[src/rtl/core/qdv_pkg.sv]
// ----------------------------------------------------------------------------
// qdv_pkg
// Shared types, codes and defaults for the dual quadrature decoder with
// window speed and position tracking.
// ----------------------------------------------------------------------------
package qdv_pkg;

  localparam int WINDOW_BITS_DEF   = 16;
  localparam int POSITION_BITS_DEF = 32;

  localparam int CMD_W      = 2;
  localparam int SPEED_W    = 16;
  localparam int POS_OUT_W  = 32;
  localparam int CFG_DATA_W = 32;
  localparam int CFG_ADDR_W = 3;

  localparam logic [CMD_W-1:0] CMD_PIN_EVENT = 2'd0;
  localparam logic [CMD_W-1:0] CMD_TICK      = 2'd1;
  localparam logic [CMD_W-1:0] CMD_CLEAR_POS = 2'd2;

  // register index, taken from paddr[2]
  localparam logic REG_LEFT_INVERT  = 1'b0;
  localparam logic REG_RIGHT_INVERT = 1'b1;

  localparam logic LEFT_INVERT_RST  = 1'b1;
  localparam logic RIGHT_INVERT_RST = 1'b0;

  typedef struct packed {
    logic a_edge;
    logic b_edge;
    logic a_level;
    logic b_level;
  } wheel_pins_t;

  typedef struct packed {
    logic [CMD_W-1:0] command;
    wheel_pins_t      left;
    wheel_pins_t      right;
  } in_item_t;

  typedef struct packed {
    logic signed [SPEED_W-1:0]   speed;
    logic signed [POS_OUT_W-1:0] position;
    logic signed [SPEED_W-1:0]   window_count;
  } wheel_res_t;

  typedef struct packed {
    logic left_invert;
    logic right_invert;
  } cfg_regs_t;

endpackage

[src/rtl/core/qdv_in_if.sv]
// ----------------------------------------------------------------------------
// qdv_in_if
// Request channel carrying one command with both wheels' pin edges and levels.
// ----------------------------------------------------------------------------
interface qdv_in_if;
  logic                       valid;
  logic                       ready;
  logic [qdv_pkg::CMD_W-1:0]  command;
  logic                       left_a_edge;
  logic                       left_b_edge;
  logic                       left_a_level;
  logic                       left_b_level;
  logic                       right_a_edge;
  logic                       right_b_edge;
  logic                       right_a_level;
  logic                       right_b_level;

  modport source (
    output valid, command,
    output left_a_edge, left_b_edge, left_a_level, left_b_level,
    output right_a_edge, right_b_edge, right_a_level, right_b_level,
    input  ready
  );

  modport sink (
    input  valid, command,
    input  left_a_edge, left_b_edge, left_a_level, left_b_level,
    input  right_a_edge, right_b_edge, right_a_level, right_b_level,
    output ready
  );
endinterface

[src/rtl/core/qdv_out_if.sv]
// ----------------------------------------------------------------------------
// qdv_out_if
// Result channel carrying speeds, positions and raw window counts.
// ----------------------------------------------------------------------------
interface qdv_out_if;
  logic                                  valid;
  logic                                  ready;
  logic signed [qdv_pkg::SPEED_W-1:0]    left_speed;
  logic signed [qdv_pkg::SPEED_W-1:0]    right_speed;
  logic signed [qdv_pkg::POS_OUT_W-1:0]  left_position;
  logic signed [qdv_pkg::POS_OUT_W-1:0]  right_position;
  logic signed [qdv_pkg::SPEED_W-1:0]    left_window_count;
  logic signed [qdv_pkg::SPEED_W-1:0]    right_window_count;

  modport source (
    output valid, left_speed, right_speed, left_position, right_position,
    output left_window_count, right_window_count,
    input  ready
  );

  modport sink (
    input  valid, left_speed, right_speed, left_position, right_position,
    input  left_window_count, right_window_count,
    output ready
  );
endinterface

[src/rtl/core/qdv_cfg.sv]
// ----------------------------------------------------------------------------
// qdv_cfg
// APB register file holding the per-wheel invert bits.
// ----------------------------------------------------------------------------
module qdv_cfg (
  input  logic                             clk,
  input  logic                             rst_n,
  input  logic                             psel,
  input  logic                             penable,
  input  logic                             pwrite,
  input  logic [qdv_pkg::CFG_ADDR_W-1:0]   paddr,
  input  logic [qdv_pkg::CFG_DATA_W-1:0]   pwdata,
  output logic [qdv_pkg::CFG_DATA_W-1:0]   prdata,
  output logic                             pready,
  output qdv_pkg::cfg_regs_t               regs
);
  import qdv_pkg::*;

  cfg_regs_t regs_r, regs_nxt;
  logic      wr_en;
  logic      reg_idx;

  assign pready  = 1'b1;
  assign wr_en   = psel && penable && pwrite && pready;
  assign reg_idx = paddr[CFG_ADDR_W-1];

  always_comb begin
    regs_nxt = regs_r;
    if (wr_en) begin
      case (reg_idx)
        REG_LEFT_INVERT:  regs_nxt.left_invert  = pwdata[0];
        REG_RIGHT_INVERT: regs_nxt.right_invert = pwdata[0];
        default:          regs_nxt = regs_r;
      endcase
    end
  end

  always_comb begin
    case (reg_idx)
      REG_LEFT_INVERT:  prdata = {{(CFG_DATA_W-1){1'b0}}, regs_r.left_invert};
      REG_RIGHT_INVERT: prdata = {{(CFG_DATA_W-1){1'b0}}, regs_r.right_invert};
      default:          prdata = '0;
    endcase
  end

  always_ff @(posedge clk) begin
    if (!rst_n) begin
      regs_r.left_invert  <= LEFT_INVERT_RST;
      regs_r.right_invert <= RIGHT_INVERT_RST;
    end else begin
      regs_r <= regs_nxt;
    end
  end

  assign regs = regs_r;

endmodule

[src/rtl/core/qdv_wheel.sv]
// ----------------------------------------------------------------------------
// qdv_wheel
// One wheel: x4 quadrature count, saturating window counter, latched
// velocity and wrapping position integral, plus result formatting.
// ----------------------------------------------------------------------------
module qdv_wheel #(
  parameter int WINDOW_BITS   = qdv_pkg::WINDOW_BITS_DEF,
  parameter int POSITION_BITS = qdv_pkg::POSITION_BITS_DEF
) (
  input  logic                        clk,
  input  logic                        rst_n,
  input  logic                        update,
  input  logic [qdv_pkg::CMD_W-1:0]   command,
  input  qdv_pkg::wheel_pins_t        pins,
  input  logic                        invert,
  output qdv_pkg::wheel_res_t         res_nxt
);
  import qdv_pkg::*;

  localparam logic signed [WINDOW_BITS:0] LIMIT = {2'b00, {(WINDOW_BITS-1){1'b1}}};
  localparam int EXT_W     = WINDOW_BITS + SPEED_W;
  localparam int POS_EXT_W = POSITION_BITS + POS_OUT_W;

  logic signed [WINDOW_BITS-1:0]   window_r, window_nxt;
  logic signed [WINDOW_BITS-1:0]   velocity_r, velocity_nxt;
  logic        [POSITION_BITS-1:0] integral_r, integral_nxt;

  logic                            differ;
  logic signed [1:0]               delta;
  logic signed [WINDOW_BITS:0]     win_sum;
  logic signed [WINDOW_BITS-1:0]   win_sat;
  logic signed [EXT_W-1:0]         vel_ext;
  logic signed [EXT_W-1:0]         win_ext;
  logic        [POSITION_BITS-1:0] pos_v;
  logic signed [POS_EXT_W-1:0]     pos_ext;

  // net count; both edges together cancel
  always_comb begin
    differ = pins.a_level ^ pins.b_level;
    case ({pins.a_edge, pins.b_edge})
      2'b10:   delta = differ ? 2'sb01 : 2'sb11;
      2'b01:   delta = differ ? 2'sb11 : 2'sb01;
      default: delta = 2'sb00;
    endcase
  end

  always_comb begin
    win_sum = {window_r[WINDOW_BITS-1], window_r} + (WINDOW_BITS+1)'(delta);
    if (win_sum > LIMIT) begin
      win_sat = LIMIT[WINDOW_BITS-1:0];
    end else if (win_sum < -LIMIT) begin
      win_sat = -LIMIT[WINDOW_BITS-1:0];
    end else begin
      win_sat = win_sum[WINDOW_BITS-1:0];
    end
  end

  always_comb begin
    window_nxt   = window_r;
    velocity_nxt = velocity_r;
    integral_nxt = integral_r;
    case (command)
      CMD_PIN_EVENT: begin
        window_nxt   = win_sat;
        integral_nxt = integral_r + POSITION_BITS'(delta);
      end
      CMD_TICK: begin
        velocity_nxt = window_r;
        window_nxt   = '0;
      end
      CMD_CLEAR_POS: begin
        integral_nxt = '0;
      end
      default: begin
        window_nxt = window_r;
      end
    endcase
  end

  // results come from the state after this request
  always_comb begin
    vel_ext = EXT_W'(velocity_nxt);
    if (invert) begin
      vel_ext = -vel_ext;
    end
    win_ext = EXT_W'(window_nxt);
    pos_v   = invert ? (POSITION_BITS'(0) - integral_nxt) : integral_nxt;
    pos_ext = POS_EXT_W'($signed(pos_v));
    res_nxt.speed        = vel_ext[SPEED_W-1:0];
    res_nxt.window_count = win_ext[SPEED_W-1:0];
    res_nxt.position     = pos_ext[POS_OUT_W-1:0];
  end

  always_ff @(posedge clk) begin
    if (!rst_n) begin
      window_r   <= '0;
      velocity_r <= '0;
      integral_r <= '0;
    end else if (update) begin
      window_r   <= window_nxt;
      velocity_r <= velocity_nxt;
      integral_r <= integral_nxt;
    end
  end

endmodule

[src/rtl/core/dual_quadrature_decoder_velocity_unit.sv]
// ----------------------------------------------------------------------------
// dual_quadrature_decoder_velocity_unit
// Two-wheel x4 quadrature decoder with per-window speed and position.
//
//   channel | direction | handshake         | content
//   --------+-----------+-------------------+------------------------------
//   in_chan | sink      | valid/ready       | command, edges, levels
//   out_chan| source    | valid/ready       | speeds, positions, window counts
//   cfg_*   | slave     | APB, pready tied  | left/right invert bits
//
// One request per clock while the result side is not stalled. A request is
// taken into the input register, then moves into the result register, where
// the wheel state is updated. When the result register is held by a stalled
// sink, the input register holds too and in_chan.ready drops once it is full.
// Reset clears all wheel counters, positions, speeds and both valid flags.
// ----------------------------------------------------------------------------
module dual_quadrature_decoder_velocity_unit #(
  parameter int WINDOW_BITS   = qdv_pkg::WINDOW_BITS_DEF,
  parameter int POSITION_BITS = qdv_pkg::POSITION_BITS_DEF
) (
  input  logic                             clk,
  input  logic                             rst_n,
  qdv_in_if.sink                           in_chan,
  qdv_out_if.source                        out_chan,
  input  logic                             cfg_psel,
  input  logic                             cfg_penable,
  input  logic                             cfg_pwrite,
  input  logic [qdv_pkg::CFG_ADDR_W-1:0]   cfg_paddr,
  input  logic [qdv_pkg::CFG_DATA_W-1:0]   cfg_pwdata,
  output logic [qdv_pkg::CFG_DATA_W-1:0]   cfg_prdata,
  output logic                             cfg_pready
);
  import qdv_pkg::*;

  cfg_regs_t  cfg_regs;
  in_item_t   in_item;
  in_item_t   s1_item_r;
  logic       s1_valid_r, s1_valid_nxt;
  logic       s1_adv;
  logic       in_take;
  logic       out_valid_r, out_valid_nxt;
  wheel_res_t left_res_nxt, right_res_nxt;
  wheel_res_t left_res_r, right_res_r;

  qdv_cfg u_cfg (
    .clk     (clk),
    .rst_n   (rst_n),
    .psel    (cfg_psel),
    .penable (cfg_penable),
    .pwrite  (cfg_pwrite),
    .paddr   (cfg_paddr),
    .pwdata  (cfg_pwdata),
    .prdata  (cfg_prdata),
    .pready  (cfg_pready),
    .regs    (cfg_regs)
  );

  assign in_item.command       = in_chan.command;
  assign in_item.left.a_edge   = in_chan.left_a_edge;
  assign in_item.left.b_edge   = in_chan.left_b_edge;
  assign in_item.left.a_level  = in_chan.left_a_level;
  assign in_item.left.b_level  = in_chan.left_b_level;
  assign in_item.right.a_edge  = in_chan.right_a_edge;
  assign in_item.right.b_edge  = in_chan.right_b_edge;
  assign in_item.right.a_level = in_chan.right_a_level;
  assign in_item.right.b_level = in_chan.right_b_level;

  // advance the input register whenever the result register can take it
  assign s1_adv        = s1_valid_r && (!out_valid_r || out_chan.ready);
  assign in_chan.ready = !s1_valid_r || s1_adv;
  assign in_take       = in_chan.valid && in_chan.ready;

  always_comb begin
    s1_valid_nxt = s1_valid_r;
    if (in_take) begin
      s1_valid_nxt = 1'b1;
    end else if (s1_adv) begin
      s1_valid_nxt = 1'b0;
    end
    out_valid_nxt = out_valid_r;
    if (s1_adv) begin
      out_valid_nxt = 1'b1;
    end else if (out_chan.ready) begin
      out_valid_nxt = 1'b0;
    end
  end

  qdv_wheel #(
    .WINDOW_BITS   (WINDOW_BITS),
    .POSITION_BITS (POSITION_BITS)
  ) u_wheel_left (
    .clk     (clk),
    .rst_n   (rst_n),
    .update  (s1_adv),
    .command (s1_item_r.command),
    .pins    (s1_item_r.left),
    .invert  (cfg_regs.left_invert),
    .res_nxt (left_res_nxt)
  );

  qdv_wheel #(
    .WINDOW_BITS   (WINDOW_BITS),
    .POSITION_BITS (POSITION_BITS)
  ) u_wheel_right (
    .clk     (clk),
    .rst_n   (rst_n),
    .update  (s1_adv),
    .command (s1_item_r.command),
    .pins    (s1_item_r.right),
    .invert  (cfg_regs.right_invert),
    .res_nxt (right_res_nxt)
  );

  always_ff @(posedge clk) begin
    if (!rst_n) begin
      s1_valid_r  <= 1'b0;
      out_valid_r <= 1'b0;
    end else begin
      s1_valid_r  <= s1_valid_nxt;
      out_valid_r <= out_valid_nxt;
    end
  end

  always_ff @(posedge clk) begin
    if (in_take) begin
      s1_item_r <= in_item;
    end
    if (s1_adv) begin
      left_res_r  <= left_res_nxt;
      right_res_r <= right_res_nxt;
    end
  end

  assign out_chan.valid              = out_valid_r;
  assign out_chan.left_speed         = left_res_r.speed;
  assign out_chan.right_speed        = right_res_r.speed;
  assign out_chan.left_position      = left_res_r.position;
  assign out_chan.right_position     = right_res_r.position;
  assign out_chan.left_window_count  = left_res_r.window_count;
  assign out_chan.right_window_count = right_res_r.window_count;

endmodule

[src/flat_wrapper.sv]
// flat-port wrapper written by rule: the top's interface ports become plain ports
module dual_quadrature_decoder_velocity_unit_flat import qdv_pkg::*;
#(
  parameter int WINDOW_BITS   = qdv_pkg::WINDOW_BITS_DEF,
  parameter int POSITION_BITS = qdv_pkg::POSITION_BITS_DEF
)
  (clk, rst_n, cfg_psel, cfg_penable, cfg_pwrite, cfg_paddr, cfg_pwdata, cfg_prdata, cfg_pready, in_chan_valid, in_chan_command, in_chan_left_a_edge, in_chan_left_b_edge, in_chan_left_a_level, in_chan_left_b_level, in_chan_right_a_edge, in_chan_right_b_edge, in_chan_right_a_level, in_chan_right_b_level, in_chan_ready, out_chan_valid, out_chan_left_speed, out_chan_right_speed, out_chan_left_position, out_chan_right_position, out_chan_left_window_count, out_chan_right_window_count, out_chan_ready);
  qdv_in_if in_chan_i ();
  qdv_out_if out_chan_i ();
  input  logic clk;
  input  logic rst_n;
  input  logic cfg_psel;
  input  logic cfg_penable;
  input  logic cfg_pwrite;
  input  logic [qdv_pkg::CFG_ADDR_W-1:0] cfg_paddr;
  input  logic [qdv_pkg::CFG_DATA_W-1:0] cfg_pwdata;
  output logic [qdv_pkg::CFG_DATA_W-1:0] cfg_prdata;
  output logic cfg_pready;
  input wire logic [$bits(in_chan_i.valid)-1:0] in_chan_valid;
  input wire logic [$bits(in_chan_i.command)-1:0] in_chan_command;
  input wire logic [$bits(in_chan_i.left_a_edge)-1:0] in_chan_left_a_edge;
  input wire logic [$bits(in_chan_i.left_b_edge)-1:0] in_chan_left_b_edge;
  input wire logic [$bits(in_chan_i.left_a_level)-1:0] in_chan_left_a_level;
  input wire logic [$bits(in_chan_i.left_b_level)-1:0] in_chan_left_b_level;
  input wire logic [$bits(in_chan_i.right_a_edge)-1:0] in_chan_right_a_edge;
  input wire logic [$bits(in_chan_i.right_b_edge)-1:0] in_chan_right_b_edge;
  input wire logic [$bits(in_chan_i.right_a_level)-1:0] in_chan_right_a_level;
  input wire logic [$bits(in_chan_i.right_b_level)-1:0] in_chan_right_b_level;
  output wire logic [$bits(in_chan_i.ready)-1:0] in_chan_ready;
  output wire logic [$bits(out_chan_i.valid)-1:0] out_chan_valid;
  output wire logic [$bits(out_chan_i.left_speed)-1:0] out_chan_left_speed;
  output wire logic [$bits(out_chan_i.right_speed)-1:0] out_chan_right_speed;
  output wire logic [$bits(out_chan_i.left_position)-1:0] out_chan_left_position;
  output wire logic [$bits(out_chan_i.right_position)-1:0] out_chan_right_position;
  output wire logic [$bits(out_chan_i.left_window_count)-1:0] out_chan_left_window_count;
  output wire logic [$bits(out_chan_i.right_window_count)-1:0] out_chan_right_window_count;
  input wire logic [$bits(out_chan_i.ready)-1:0] out_chan_ready;
  assign in_chan_i.valid = in_chan_valid;
  assign in_chan_i.command = in_chan_command;
  assign in_chan_i.left_a_edge = in_chan_left_a_edge;
  assign in_chan_i.left_b_edge = in_chan_left_b_edge;
  assign in_chan_i.left_a_level = in_chan_left_a_level;
  assign in_chan_i.left_b_level = in_chan_left_b_level;
  assign in_chan_i.right_a_edge = in_chan_right_a_edge;
  assign in_chan_i.right_b_edge = in_chan_right_b_edge;
  assign in_chan_i.right_a_level = in_chan_right_a_level;
  assign in_chan_i.right_b_level = in_chan_right_b_level;
  assign in_chan_ready = in_chan_i.ready;
  assign out_chan_valid = out_chan_i.valid;
  assign out_chan_left_speed = out_chan_i.left_speed;
  assign out_chan_right_speed = out_chan_i.right_speed;
  assign out_chan_left_position = out_chan_i.left_position;
  assign out_chan_right_position = out_chan_i.right_position;
  assign out_chan_left_window_count = out_chan_i.left_window_count;
  assign out_chan_right_window_count = out_chan_i.right_window_count;
  assign out_chan_i.ready = out_chan_ready;
  dual_quadrature_decoder_velocity_unit #(.WINDOW_BITS(WINDOW_BITS), .POSITION_BITS(POSITION_BITS)) u_core (.clk(clk), .rst_n(rst_n), .in_chan(in_chan_i), .out_chan(out_chan_i), .cfg_psel(cfg_psel), .cfg_penable(cfg_penable), .cfg_pwrite(cfg_pwrite), .cfg_paddr(cfg_paddr), .cfg_pwdata(cfg_pwdata), .cfg_prdata(cfg_prdata), .cfg_pready(cfg_pready));
endmodule
[config.mk]
export PLATFORM = sky130hd
export DESIGN_NAME = dual_quadrature_decoder_velocity_unit_flat
export DESIGN_NICKNAME = d
export VERILOG_FILES = /design/src/rtl/core/qdv_pkg.sv /design/src/rtl/core/qdv_in_if.sv /design/src/rtl/core/qdv_out_if.sv /design/src/rtl/core/qdv_cfg.sv /design/src/rtl/core/qdv_wheel.sv /design/src/rtl/core/dual_quadrature_decoder_velocity_unit.sv /design/src/flat_wrapper.sv
export SDC_FILE = /design/constraint.sdc
export NUM_CORES = 1
export LEC_CHECK = 0
export BUFFER_PORTS_ARGS = -buffer_cell sky130_fd_sc_hd__buf_2
export CAP_MARGIN = 20
export CELL_PAD_IN_SITES_DETAIL_PLACEMENT = 0
export CELL_PAD_IN_SITES_GLOBAL_PLACEMENT = 1
export CORE_ASPECT_RATIO = 1.2
export CORE_MARGIN = 5
export CORE_UTILIZATION = 35
export CTS_BUF_LIST = sky130_fd_sc_hd__clkbuf_2
export CTS_CLUSTER_SIZE = 25
export DETAILED_ROUTE_END_ITERATION = 16
export PLACE_DENSITY = 0.77
export SLEW_MARGIN = 10
export SYNTH_ARGS = -nofsm -noshare
export SYNTH_HDL_FRONTEND = slang
export SYNTH_SLANG_ARGS = --single-unit
export TNS_END_PERCENT = 50
[constraint.sdc]
create_clock -name clk -period 14.2 [get_ports clk]
set_input_delay 2.13 -clock clk [delete_from_list [all_inputs] [get_ports clk]]
set_output_delay 2.13 -clock clk [all_outputs]
set_load 0.05 [all_outputs]
==> results of run 1 <==
## how the worst max path moves through the flow
stage	from	to	slack, ns	cells after the start
global route	u_core.s1_item_r[4]	u_core.out_chan.left_position[26]	7.13	16
floorplan	out_chan_ready	u_core.u_wheel_right.window_r[3]	7.04	7
global placement	u_core.s1_item_r[0]	u_core.out_chan.right_window_count[14]	7.64	17
finish	u_core.s1_item_r[4]	u_core.out_chan.left_position[26]	7.43	16
detailed placement	u_core.s1_item_r[0]	u_core.out_chan.right_window_count[1]	7.60	17
CTS	u_core.s1_item_r[4]	u_core.out_chan.left_position[26]	7.51	16
## stage by stage
stage | hold WS, ns | cells
final | 0.461 | 3747
after global routing | 0.492 | 3747
after CTS | 0.462 | 3743
after detailed placement | 0.449 | 3601
after global placement | 0.442 | 3600
after floorplan | 0.436 | 2883
## worst max-delay path: stages (launching register included)
cell and delay (ns):
edfxtp_1 0.49, xor2_2 0.50, mux2i_4 0.33, buf_4 0.46
buf_4 0.61, xnor2_1 0.14, ha_1 0.27, nor2_1 0.38
o211ai_2 0.25, o211ai_1 0.58, a21boi_0 0.18, o31ai_1 0.23
o31a_1 0.40, or4b_4 0.53, or2_1 0.41, o41ai_2 0.43
xor2_1 0.13
## power by group
part | internal [mW] | switching, mW
Clock | 0.259 | 0.380
Combinational | 0.240 | 0.533
Sequential | 0.878 | 0.0633
Total | 1.38 | 0.977
## state kept, by name, summed over array words and instances, names as in the netlist
register                            flops
u_core.u_wheel_left.velocity_r         16
u_core.u_wheel_right.window_r          16
u_core.out_chan.right_position         32
u_core.s1_valid_r                       1
u_core.u_wheel_right.integral_r        32
u_core.out_chan.valid                   1
u_core.out_chan.left_window_count      16
u_core.out_chan.left_position          32
u_core.out_chan.left_speed             16
u_core.u_wheel_left.window_r           16
u_core.out_chan.right_speed            16
u_core.u_wheel_left.integral_r         32
u_core.s1_item_r                       10
u_core.u_cfg.regs                       2
u_core.u_wheel_right.velocity_r        16
u_core.out_chan.right_window_count     16
## metal layers
| layer | global-route usage (%) | vias to the layer above | wire (um) |
|---|---|---|---|
| li1 | - | 10600 | - |
| met2 | 34.8 | 957 | 36200 |
| met1 | 27.2 | 10800 | 32100 |
| met5 | 0 | - | 0 |
| met3 | 4.20 | 185 | 5340 |
| met4 | 9.33 | 0 | 2800 |
## logic make-up after synthesis
family | count (synthesis) | synth area share [%]
xor+xnor | 158 | 6.45
other cells | 2 | 0.0339
flops | 270 | 30.7
compound gates | 894 | 27.5
fa+ha+maj | 27 | 1.51
simple gates | 1078 | 23.3
mux | 73 | 3.48
buf+inv | 351 | 7.02
## placed cells by master (no fill, tap or decap), drive strengths merged, types with 33 or more instances in the layout
cell and instances:
a211oi 72, a21oi 205, buf 181, clkbuf 116, dfxtp 132, edfxtp 138
inv 65, mux2i 57, nand2 304, nand3 82, nand4 33, nor2 295
nor3 107, o211ai 37, o21ai 195, o31ai 42, or3 48, xnor2 113
xor2 44
## final cells by class
| type | instances | area, um^2 | share of cell area [%] |
|---|---|---|---|
| multi-input combinational | 2262 | 14000 | 58.7 |
| sequential | 270 | 6790 | 28.5 |
| tap | 824 | 1030 | 4.33 |
| timing repair buffer | 181 | 983 | 4.13 |
| clock buffer | 116 | 581 | 2.44 |
| inverter | 65 | 255 | 1.07 |
| clock inverter | 26 | 180 | 0.758 |
| antenna | 3 | 7.51 | 0.0316 |
==> results.env, run 1 <==
STATUS='finished clean'
POSTPLACECELLAREA_MM2=0.0230
CP_MAX_FO=54
DPL_WORST_SLACK_NS=7.60
WORST_SKEW_PAIR.LATE_LATENCY_NS=1.13
DR.PASS1.ITERS=6
YOSYS_MOST_USED_DFF='edfxtp_1'
STDCELL_AREA_MM2=0.0238
DETAIL_ROUTE.WL_PER_CELL_UM=20.4
DRT_WL_TOTAL_MM=76.5
VIAS_AFTER_DETAILED_ROUTING=22500
CLOCK-SINKS=270
PERIOD_NEEDED_NS=6.77
LAYOUT-DRIVE-GT1-SHARE_PCT=13.5
DRC=0
LEAKAGEPOWER_nW=8.59
CP.REQUIRED_NS=14.92
SYNTH.CELLS.MOST_FREQUENT='304 x nand2_1, 295 x nor2_1, 205 x a21oi_1'
FINAL-MAX-SLEW-VIOLATION-COUNT=0
CTS_ROOT_BUFFER='clkbuf_2'
HP-CLASS='flip-flop to flip-flop'
POSTSYNTHAREAPERCELL_UM2=7.76
GRT_START_MAX_NET_PINS=169
DIE-HEIGHT_UM=286
VDD_DROP_MAX_mV=0.0535
ROWS=101
FINAL.PERIOD_UTILIZATION_PCT=47.7
SYNTH-EDFF-COUNT=138
SETUP_VIOL=0
CP_DATA_ARRIVAL_TIME_NS=7.49
SYNTH-SEQ-CELLS=270
SYNTH_ASYNC_SR_FLOP_SHARE_PCT=0
CTS_SETUP_BUFFERS=0
HOLD_VIOL=0
MIN_DELAY_WORST_ENDPOINT='u_core.u_wheel_left.velocity_r[14]'
FINISH.UTILIZATION_PCT=37.8
POSTCTSHOLDBUFS=0
GRT_PASS1_VIAS=21200
SYNTHMOSTINSTANTIATEDCELL='nand2_1'
HOLD_PATH.STARTPOINT='u_core.u_wheel_left.velocity_r[14]'
OVERFLOW=0
CTS-BUFFERS-INSERTED=77
FINALNETCOUNT=2935
HOLDPATHSTAGES=2
IO_BUFFER_COUNT=149
CORE_REGION_AREA_MM2=0.0629
WORST-SETUP-PATH-TYPE='flip-flop to flip-flop'
FP.DIEW_UM=240
CP-END-KIND='flip-flop'
GP_CONGESTION=0.915
REG2REG_DEPTH=16
FLOORPLAN.DIE_AREA_MM2=0.0684
CTSLONGESTPATHBUFFERS=3
SYNTH_SEQUENTIAL_AREA_RATIO_PCT=30.7
SYNTHCELLS=2853
POSTCTSRESIZEDCELLS=0
START_UTIL_PCT=35.2
ANTENNA_VIOLATIONS_BEFORE_REPAIR=5
MAXIMUM_CLOCK_RATE_GHz=0.148
DETAILEDROUTE.FIRSTITERATIONVIOLATIONS=2168
RSZ_0062_RAISED_AFTER_GLOBAL_ROUTING='false'
CTS_TREE='done'
IOS=215
SYNTH_LARGEST_TYPE_AREA_FRACTION_PCT=18.7
FILL_CELLS=6602
FINAL.SETUP_SKEW_NS=0.150
FIN_SETUP_TNS_NS=0
RR_ENDPOINT='u_core.out_chan.left_position[26]'
CAP_VIOLATIONS=0
WORSTSETUPSTARTPOINTTYPE='flip-flop'
GRT.TOTAL_USAGE_PCT=21.3
GRT_PASS1_WL_MM=119
DETAIL-ROUTE-ANTENNA-NETS=0
NETLIST_AREA_MM2=0.0221
AREA_GROWTH_PCT=7.44
WORST_SETUP_SLACK_FOR_REGISTER_TO_REGISTER_PATHS_NS=7.43
RELATIVE_SLEW_MARGINS_PCT=21.8
YOSYS-TOP-CELLS-AREA='edfxtp_1 19%, dfxtp_1 12%, nand2_1 5.2%'
FINALPOWER_mW=2.35
VIAS_PER_CELL=6.00
WORST_SLEW_PIN_SLEW_NS=1.17
TIMING.RR.START='u_core.s1_item_r[4]'
LARGEST_AREA_CONTRIBUTOR_IN_THE_SYNTHESIZED_NETLIST='edfxtp_1'
POWER_DENSITY_mW_PER_MM2=98.9
YOSYS.CELL_TYPES.COUNT=104
POST-DP-HPWL_MM=51.0
YS_WARN_COUNT=0
CLK_TRANSITION_REPORTED_PATHS_NS=0.10
TIMING.FINAL.WS_SETUP_NS=7.43
CLOCK_TREE.HTREE_LEVEL_COUNT=3
Power figures use the tool's default switching activity.
==> run 2: changes to the inputs <==
--- a/config.mk
+++ b/config.mk
@@ -5,6 +5,7 @@
 export SDC_FILE = /design/constraint.sdc
 export NUM_CORES = 1
 export LEC_CHECK = 0
+export ABC_AREA = 1
 export BUFFER_PORTS_ARGS = -buffer_cell sky130_fd_sc_hd__buf_2
 export CAP_MARGIN = 20
 export CELL_PAD_IN_SITES_DETAIL_PLACEMENT = 0
@@ -15,7 +16,7 @@
 export CTS_BUF_LIST = sky130_fd_sc_hd__clkbuf_2
 export CTS_CLUSTER_SIZE = 25
 export DETAILED_ROUTE_END_ITERATION = 16
-export PLACE_DENSITY = 0.77
+export PLACE_DENSITY = 0.83
 export SLEW_MARGIN = 10
 export SYNTH_ARGS = -nofsm -noshare
 export SYNTH_HDL_FRONTEND = slang
==> constraint.sdc (replaced) <==
create_clock -name clk -period 5.9 [get_ports clk]
set_input_delay 0.885 -clock clk [delete_from_list [all_inputs] [get_ports clk]]
set_output_delay 0.885 -clock clk [all_outputs]
set_load 0.05 [all_outputs]
==> results.env, run 2 <==
STATUS='finished clean'
CTS_TREE='done'
ROWS=100
GRT_PASS1_WL_MM=112
LARGEST_AREA_CONTRIBUTOR_IN_THE_SYNTHESIZED_NETLIST='nand2_1'
STDCELL_AREA_MM2=0.0239
LEAKAGEPOWER_nW=12.5
ANTENNA_VIOLATIONS_BEFORE_REPAIR=1
PERIOD_NEEDED_NS=4.65
START_UTIL_PCT=35.2
SYNTH_ASYNC_SR_FLOP_SHARE_PCT=0
CP-END-KIND='flip-flop'
SYNTH_SEQUENTIAL_AREA_RATIO_PCT=31.2
IO_BUFFER_COUNT=149
FINAL.PERIOD_UTILIZATION_PCT=78.9
DETAIL-ROUTE-ANTENNA-NETS=0
SEQCELLAREA_MM2=0.00679
SYNTH_LARGEST_TYPE_AREA_FRACTION_PCT=20.4
CLK_TRANSITION_REPORTED_PATHS_NS=0.11
CTS-BUFFERS-INSERTED=76
SYNTH-SEQ-CELLS=270
WORST_SKEW_PAIR.LATE_LATENCY_NS=1.06
DRC=0
CTSLONGESTPATHBUFFERS=3
OVERFLOW=0
DRT_WL_TOTAL_MM=71.4
LAYOUT-DRIVE-GT1-SHARE_PCT=12.0
GRT.TOTAL_USAGE_PCT=20.6
DETAILEDROUTE.FIRSTITERATIONVIOLATIONS=1496
WORSTSETUPSTARTPOINTTYPE='flip-flop'
GRT_PASS1_VIAS=21100
FINAL-MAX-SLEW-VIOLATION-COUNT=0
YOSYS-TOP-CELLS-AREA='nand2_1 20%, edfxtp_1 19%, dfxtp_1 12%'
RELATIVE_SLEW_MARGINS_PCT=27.7
FILL_CELLS=6907
CLOCK-SINKS=270
YS_WARN_COUNT=0
RSZ_0062_RAISED_AFTER_GLOBAL_ROUTING='false'
FINAL.SETUP_SKEW_NS=0.112
CP_COMMON_CELL='nand2_1'
POST-DP-HPWL_MM=53.1
DIE-HEIGHT_UM=283
SETUP_VIOL=0
FLOORPLAN.DIE_AREA_MM2=0.0673
FIN_SETUP_TNS_NS=0
VDD_DROP_MAX_mV=0.146
POSTSYNTHAREAPERCELL_UM2=6.20
CLOCK_TREE.HTREE_LEVEL_COUNT=3
FINALNETCOUNT=3737
HOLD_VIOL=0
SYNTH-EDFF-COUNT=138
CRITICAL-PATH-MAX-STAGE-DELAY_NS=0.69
SYNTHCELLS=3514
CP.REQUIRED_NS=6.66
HP-CLASS='input pin to flip-flop'
GP_CONGESTION=0.951
MULTIINPUTGATEAREA_MM2=0.0122
CP_MAX_FO=55
MAXIMUM_CLOCK_RATE_GHz=0.215
VIAS_AFTER_DETAILED_ROUTING=22200
SYNTHMOSTINSTANTIATEDCELL='nand2_1'
CP_CELL_SEQUENCE='inv_1 > ha_1 > nand3_2 > nand2_4 > nand2_1 > nand2_1 > ha_1 > inv_1 > nand2_1 > nand3_1 > nand2_1 > nand2_1 > nand2_1 > nand3_1 > nand2_1 > nand2_1 > nand3_1 > nand2_1 > nor2_1 > nand2_1 > nor2_1 > nand3b_1 > nand2_1 > xnor2_1'
FP.DIEW_UM=238
LAYOUT.CELLS.MOST_COMMON='nand2_1'
NETLIST_AREA_MM2=0.0218
SYNTH.CELLS.MOST_FREQUENT='1,185 x nand2_1, 534 x inv_1, 281 x nor2_1'
WORST-SETUP-PATH-TYPE='flip-flop to flip-flop'
CTS_SETUP_BUFFERS=0
CTS_ROOT_BUFFER='clkbuf_2'
DETAIL_ROUTE.WL_PER_CELL_UM=15.7
CP_DATA_ARRIVAL_TIME_NS=5.41
POSTPLACECELLAREA_MM2=0.0230
CORE_REGION_AREA_MM2=0.0618
GRT_START_MAX_NET_PINS=157
YOSYS.CELL_TYPES.COUNT=53
DR.PASS1.ITERS=5
WORST_SLEW_PIN_SLEW_NS=1.08
IOS=215
AREA_GROWTH_PCT=9.72
CAP_VIOLATIONS=0
MOST-COMMON-LAYOUT-CELLS='1,184 x nand2_1, 533 x inv_1, 280 x nor2_1'
YOSYS_MOST_USED_DFF='edfxtp_1'
VIAS_PER_CELL=4.88
POWER_DENSITY_mW_PER_MM2=240
CRITPATHSLOWESTCELL='nand2_4'
-- run 2: cell types whose count changed in the layout (fill, tap and decap cells not counted), sizes merged, moves of 27 or more --
cell / delta
o211ai: -31
xnor2: -87
or3: -48
nand2: +933
nand3: +212
nor4: -29
a31oi: -27
o31ai: -42
a211oi: -72
mux2i: -57
inv: +488
nor3: -92
xor2: +31
and3: -30
-- run 2: timing repair --
action	CTS	global route
gates resized for setup	0	0
hold buffers	12	0
endpoints found under the hold margin	12	0
-- run 2: critical path: cells and delay by family (launching register included) --
family	cells	cell delay (ns)
DFF	1	0.44
and+or+nand+nor	19	3.36
buffers and inverters	2	0.14
adders and majority gates	2	0.35
xor gates and xnor gates	1	0.08
-- run 2: routing by layer --
layer	share of wire, %	global-route usage (%)	routed length [um]
met1	42	25.0	30300
met2	48	35.5	34000
met3	5.8	3.37	4120
met4	4.3	9.27	3060
met5	0	0	0
-- run 2: per-stage QoR --
step | util, % | cells | hold WS (ns) | worst slack [ns] | power [mW]
6_report | 38.7 | 4539 | 0.177 | 1.25 | 5.73
5_1_grt | 38.7 | 4539 | 0.116 | 0.783 | 6.14
4_1_cts | 38.7 | 4538 | 0.0146 | 1.25 | 5.82
3_5_place_dp | 37.2 | 4385 | 0.526 | 1.32 | 4.24
3_3_place_gp | 37.2 | 4385 | 0.515 | 1.35 | 4.23
2_1_floorplan | - | 3544 | 0.495 | 0.132 | 3.79
-- run 2: cell families after synthesis --
| group | count (synthesis) | synth area share [%] |
|---|---|---|
| and+or+nand+nor | 1940 | 38.0 |
| buffers and inverters | 697 | 13.3 |
| AOI/OAI and AO/OA | 478 | 11.6 |
| DFF | 270 | 31.2 |
| xor gates and xnor gates | 101 | 4.42 |
| adders and majority gates | 26 | 1.49 |
| other | 2 | 0.0345 |
-- run 2: report_power, final --
part	internal, mW	total, mW	switching [mW]	leakage (nW)
clock	0.610	1.52	0.905	0.570
sequential	2.15	2.23	0.0832	2.39
combinational	0.521	1.98	1.46	9.55
total	3.28	5.73	2.45	12.5
-- run 2: final timing paths --
path	end	cells after the start	slack [ns]	startpoint
setup / recovery	u_core.out_chan.right_position[23]	24	1.25	u_core.s1_item_r[3]
hold / removal	u_core.u_cfg.regs[0]	3	0.18	cfg_paddr[2]
setup reg to reg	u_core.out_chan.right_position[23]	24	1.25	u_core.s1_item_r[3]
hold reg to reg	u_core.u_wheel_left.velocity_r[0]	2	0.55	u_core.u_wheel_left.velocity_r[0]
-- run 2: layout make-up --
cell class | count | share of cell area [%]
antenna | 1 | 0.0105
clock buffer | 111 | 2.32
clock inverter | 30 | 0.838
inverter | 552 | 8.71
multi-input combinational | 2577 | 51.1
sequential | 270 | 28.4
tap | 816 | 4.27
timing repair buffer | 182 | 4.33
==> run 3: changes to the inputs <==
--- a/config.mk
+++ b/config.mk
@@ -16,7 +16,7 @@
 export CTS_BUF_LIST = sky130_fd_sc_hd__clkbuf_2
 export CTS_CLUSTER_SIZE = 25
 export DETAILED_ROUTE_END_ITERATION = 16
-export PLACE_DENSITY = 0.83
+export PLACE_DENSITY = 0.8
 export SLEW_MARGIN = 10
 export SYNTH_ARGS = -nofsm -noshare
 export SYNTH_HDL_FRONTEND = slang
==> constraint.sdc (replaced) <==
create_clock -name clk -period 4.8 [get_ports clk]
set_input_delay 0.72 -clock clk [delete_from_list [all_inputs] [get_ports clk]]
set_output_delay 0.72 -clock clk [all_outputs]
set_load 0.05 [all_outputs]
==> results.env, run 3 (synthesis gave the netlist of run 2 again) <==
STATUS='finished clean'
CORE_REGION_AREA_MM2=0.0618
CTS_ROOT_BUFFER='clkbuf_2'
LAYOUT-DRIVE-GT1-SHARE_PCT=12.3
GRT.TOTAL_USAGE_PCT=21.0
LAYOUT.CELLS.MOST_COMMON='nand2_1'
FINALNETCOUNT=3762
MOST-COMMON-LAYOUT-CELLS='1,184 x nand2_1, 533 x inv_1, 280 x nor2_1'
DETAILROUTE.WIRELENGTH.MET3_MM=4.06
FINAL_CELL_COUNT_WITHOUT_FILLERS=4570
WORST-SETUP-PATH-TYPE='flip-flop to flip-flop'
CP.REQUIRED_NS=5.53
CLK_TRANSITION_REPORTED_PATHS_NS=0.09
HP-CLASS='input pin to flip-flop'
ANTENNA_VIOLATIONS_BEFORE_REPAIR=2
FIN_HOLD_WS_NS=0.188
POST-DP-HPWL_MM=55.0
MET2_WIRE_LENGTH_MM=34.5
CRITICAL-PATH-MAX-STAGE-DELAY_NS=0.43
POSTCTSRESIZEDCELLS=0
MET1_LENGTH_MM=32.1
OVERFLOW=0
DETAIL-ROUTE-ANTENNA-NETS=0
AREA_GROWTH_PCT=11.3
FINAL.PERIOD_UTILIZATION_PCT=86.5
VIAS_AFTER_DETAILED_ROUTING=22200
ROWS=100
FINAL-MAX-SLEW-VIOLATION-COUNT=0
GRT_PASS1_WL_MM=115
CP-END-KIND='flip-flop'
RELATIVE_SLEW_MARGINS_PCT=24.8
WORST_SKEW_PAIR.LATE_LATENCY_NS=1.10
START_UTIL_PCT=35.2
CTSLONGESTPATHBUFFERS=3
DR.PASS1.ITERS=5
HIGHEST_ROUTED_METAL_LAYER='met4'
DP_CELLS=4402
HOLD_VIOL=0
DRT_WL_TOTAL_MM=72.6
FIN_SETUP_TNS_NS=0
CAP_VIOLATIONS=0
WORSTSETUPSTARTPOINTTYPE='flip-flop'
CLOCK_TREE.HTREE_LEVEL_COUNT=3
CLOCK-SINKS=270
DRC=0
SEQCELLAREA_MM2=0.00679
IOS=215
PERIOD_NEEDED_NS=4.15
SETUP_VIOL=0
CTS_TREE='done'
POWER_DENSITY_mW_PER_MM2=299
LEAKAGEPOWER_nW=12.7
MAXIMUM_CLOCK_RATE_GHz=0.241
DETAILEDROUTE.FIRSTITERATIONVIOLATIONS=1636
GP_CONGESTION=0.976
DIE-HEIGHT_UM=283
FLOORPLAN.DIE_AREA_MM2=0.0673
FILL_CELLS=6820
VIAS_PER_CELL=4.86
RSZ_0062_RAISED_AFTER_GLOBAL_ROUTING='false'
CTS-BUFFERS-INSERTED=77
MULTIINPUTGATEAREA_MM2=0.0122
GRT_PASS1_VIAS=21200
FP.DIEW_UM=238
WORST_SLEW_PIN_SLEW_NS=1.13
CP_DATA_ARRIVAL_TIME_NS=4.88
VDD_DROP_MAX_mV=0.174
CP_COMMON_CELL='nand2_1'
FINAL.SETUP_SKEW_NS=0.125
IO_BUFFER_COUNT=149
CRITPATHSLOWESTCELL='edfxtp_1'
DETAIL_ROUTE.WL_PER_CELL_UM=15.9
GRT_START_MAX_NET_PINS=108
CP_MAX_FO=20
==> run 3: final cells by class <==
cell class,count,share of cell area [%]
multi-input cells,2577,50.4
flip-flops and latches,270,28.0
clock inverters,36,1.22
clock buffers,108,2.23
repair buffers,206,5.30
well taps,816,4.21
diodes,5,0.0516
inverters,552,8.58
==> run 3: final timing paths <==
kind	start	end	slack, ns	cells past startpoint
hold reg to reg	u_core.u_wheel_left.velocity_r[6]	u_core.u_wheel_left.velocity_r[6]	0.54	2
setup / recovery	u_core.s1_item_r[7]	u_core.out_chan.left_position[24]	0.65	25
hold / removal	rst_n	u_core.u_wheel_left.velocity_r[2]	0.19	3
setup reg to reg	u_core.s1_item_r[7]	u_core.out_chan.left_position[24]	0.65	25
==> run 3: per-stage QoR <==
| step | setup WS [ns] | cell area (um^2) | util [%] | total power [mW] |
|---|---|---|---|---|
| after global placement | 0.770 | 23200 | 37.5 | 5.24 |
| after detailed placement | 0.752 | 23200 | 37.5 | 5.24 |
| final | 0.647 | 24200 | 39.2 | 7.25 |
| after CTS | 0.700 | 24200 | 39.2 | 7.35 |
| after global routing | 0.286 | 24200 | 39.2 | 7.77 |
| after floorplan | 1.06 | 21900 | - | 4.66 |
==> run 3: worst max-delay path: cells and delay by family (launching register included) <==
kind | cells | cell delay (ns)
simple gates | 20 | 2.72
xor+xnor | 1 | 0.16
fa+ha+maj | 2 | 0.39
buf+inv | 2 | 0.13
flops | 1 | 0.43
==> run 3: where the power goes <==
part	leakage, nW	internal [mW]	total, mW	switching (mW)
clock	0.594	0.898	2.03	1.14
combinational	9.67	0.665	2.48	1.81
sequential	2.39	2.64	2.74	0.104
total	12.7	4.20	7.25	3.05
==> run 3: timing repair <==
action                                 CTS  global route
setup endpoints to repair                0             0
endpoints found under the hold margin   14             0
buffers inserted                         0             0
hold buffers                            19             0
==> run 3: per-layer routing <==
metal  track usage [%]  up-vias
met5                 0        -
met4              6.64        0
met3              3.06      129
met2              35.9      637
met1              27.5    10000
li1                  -    11400
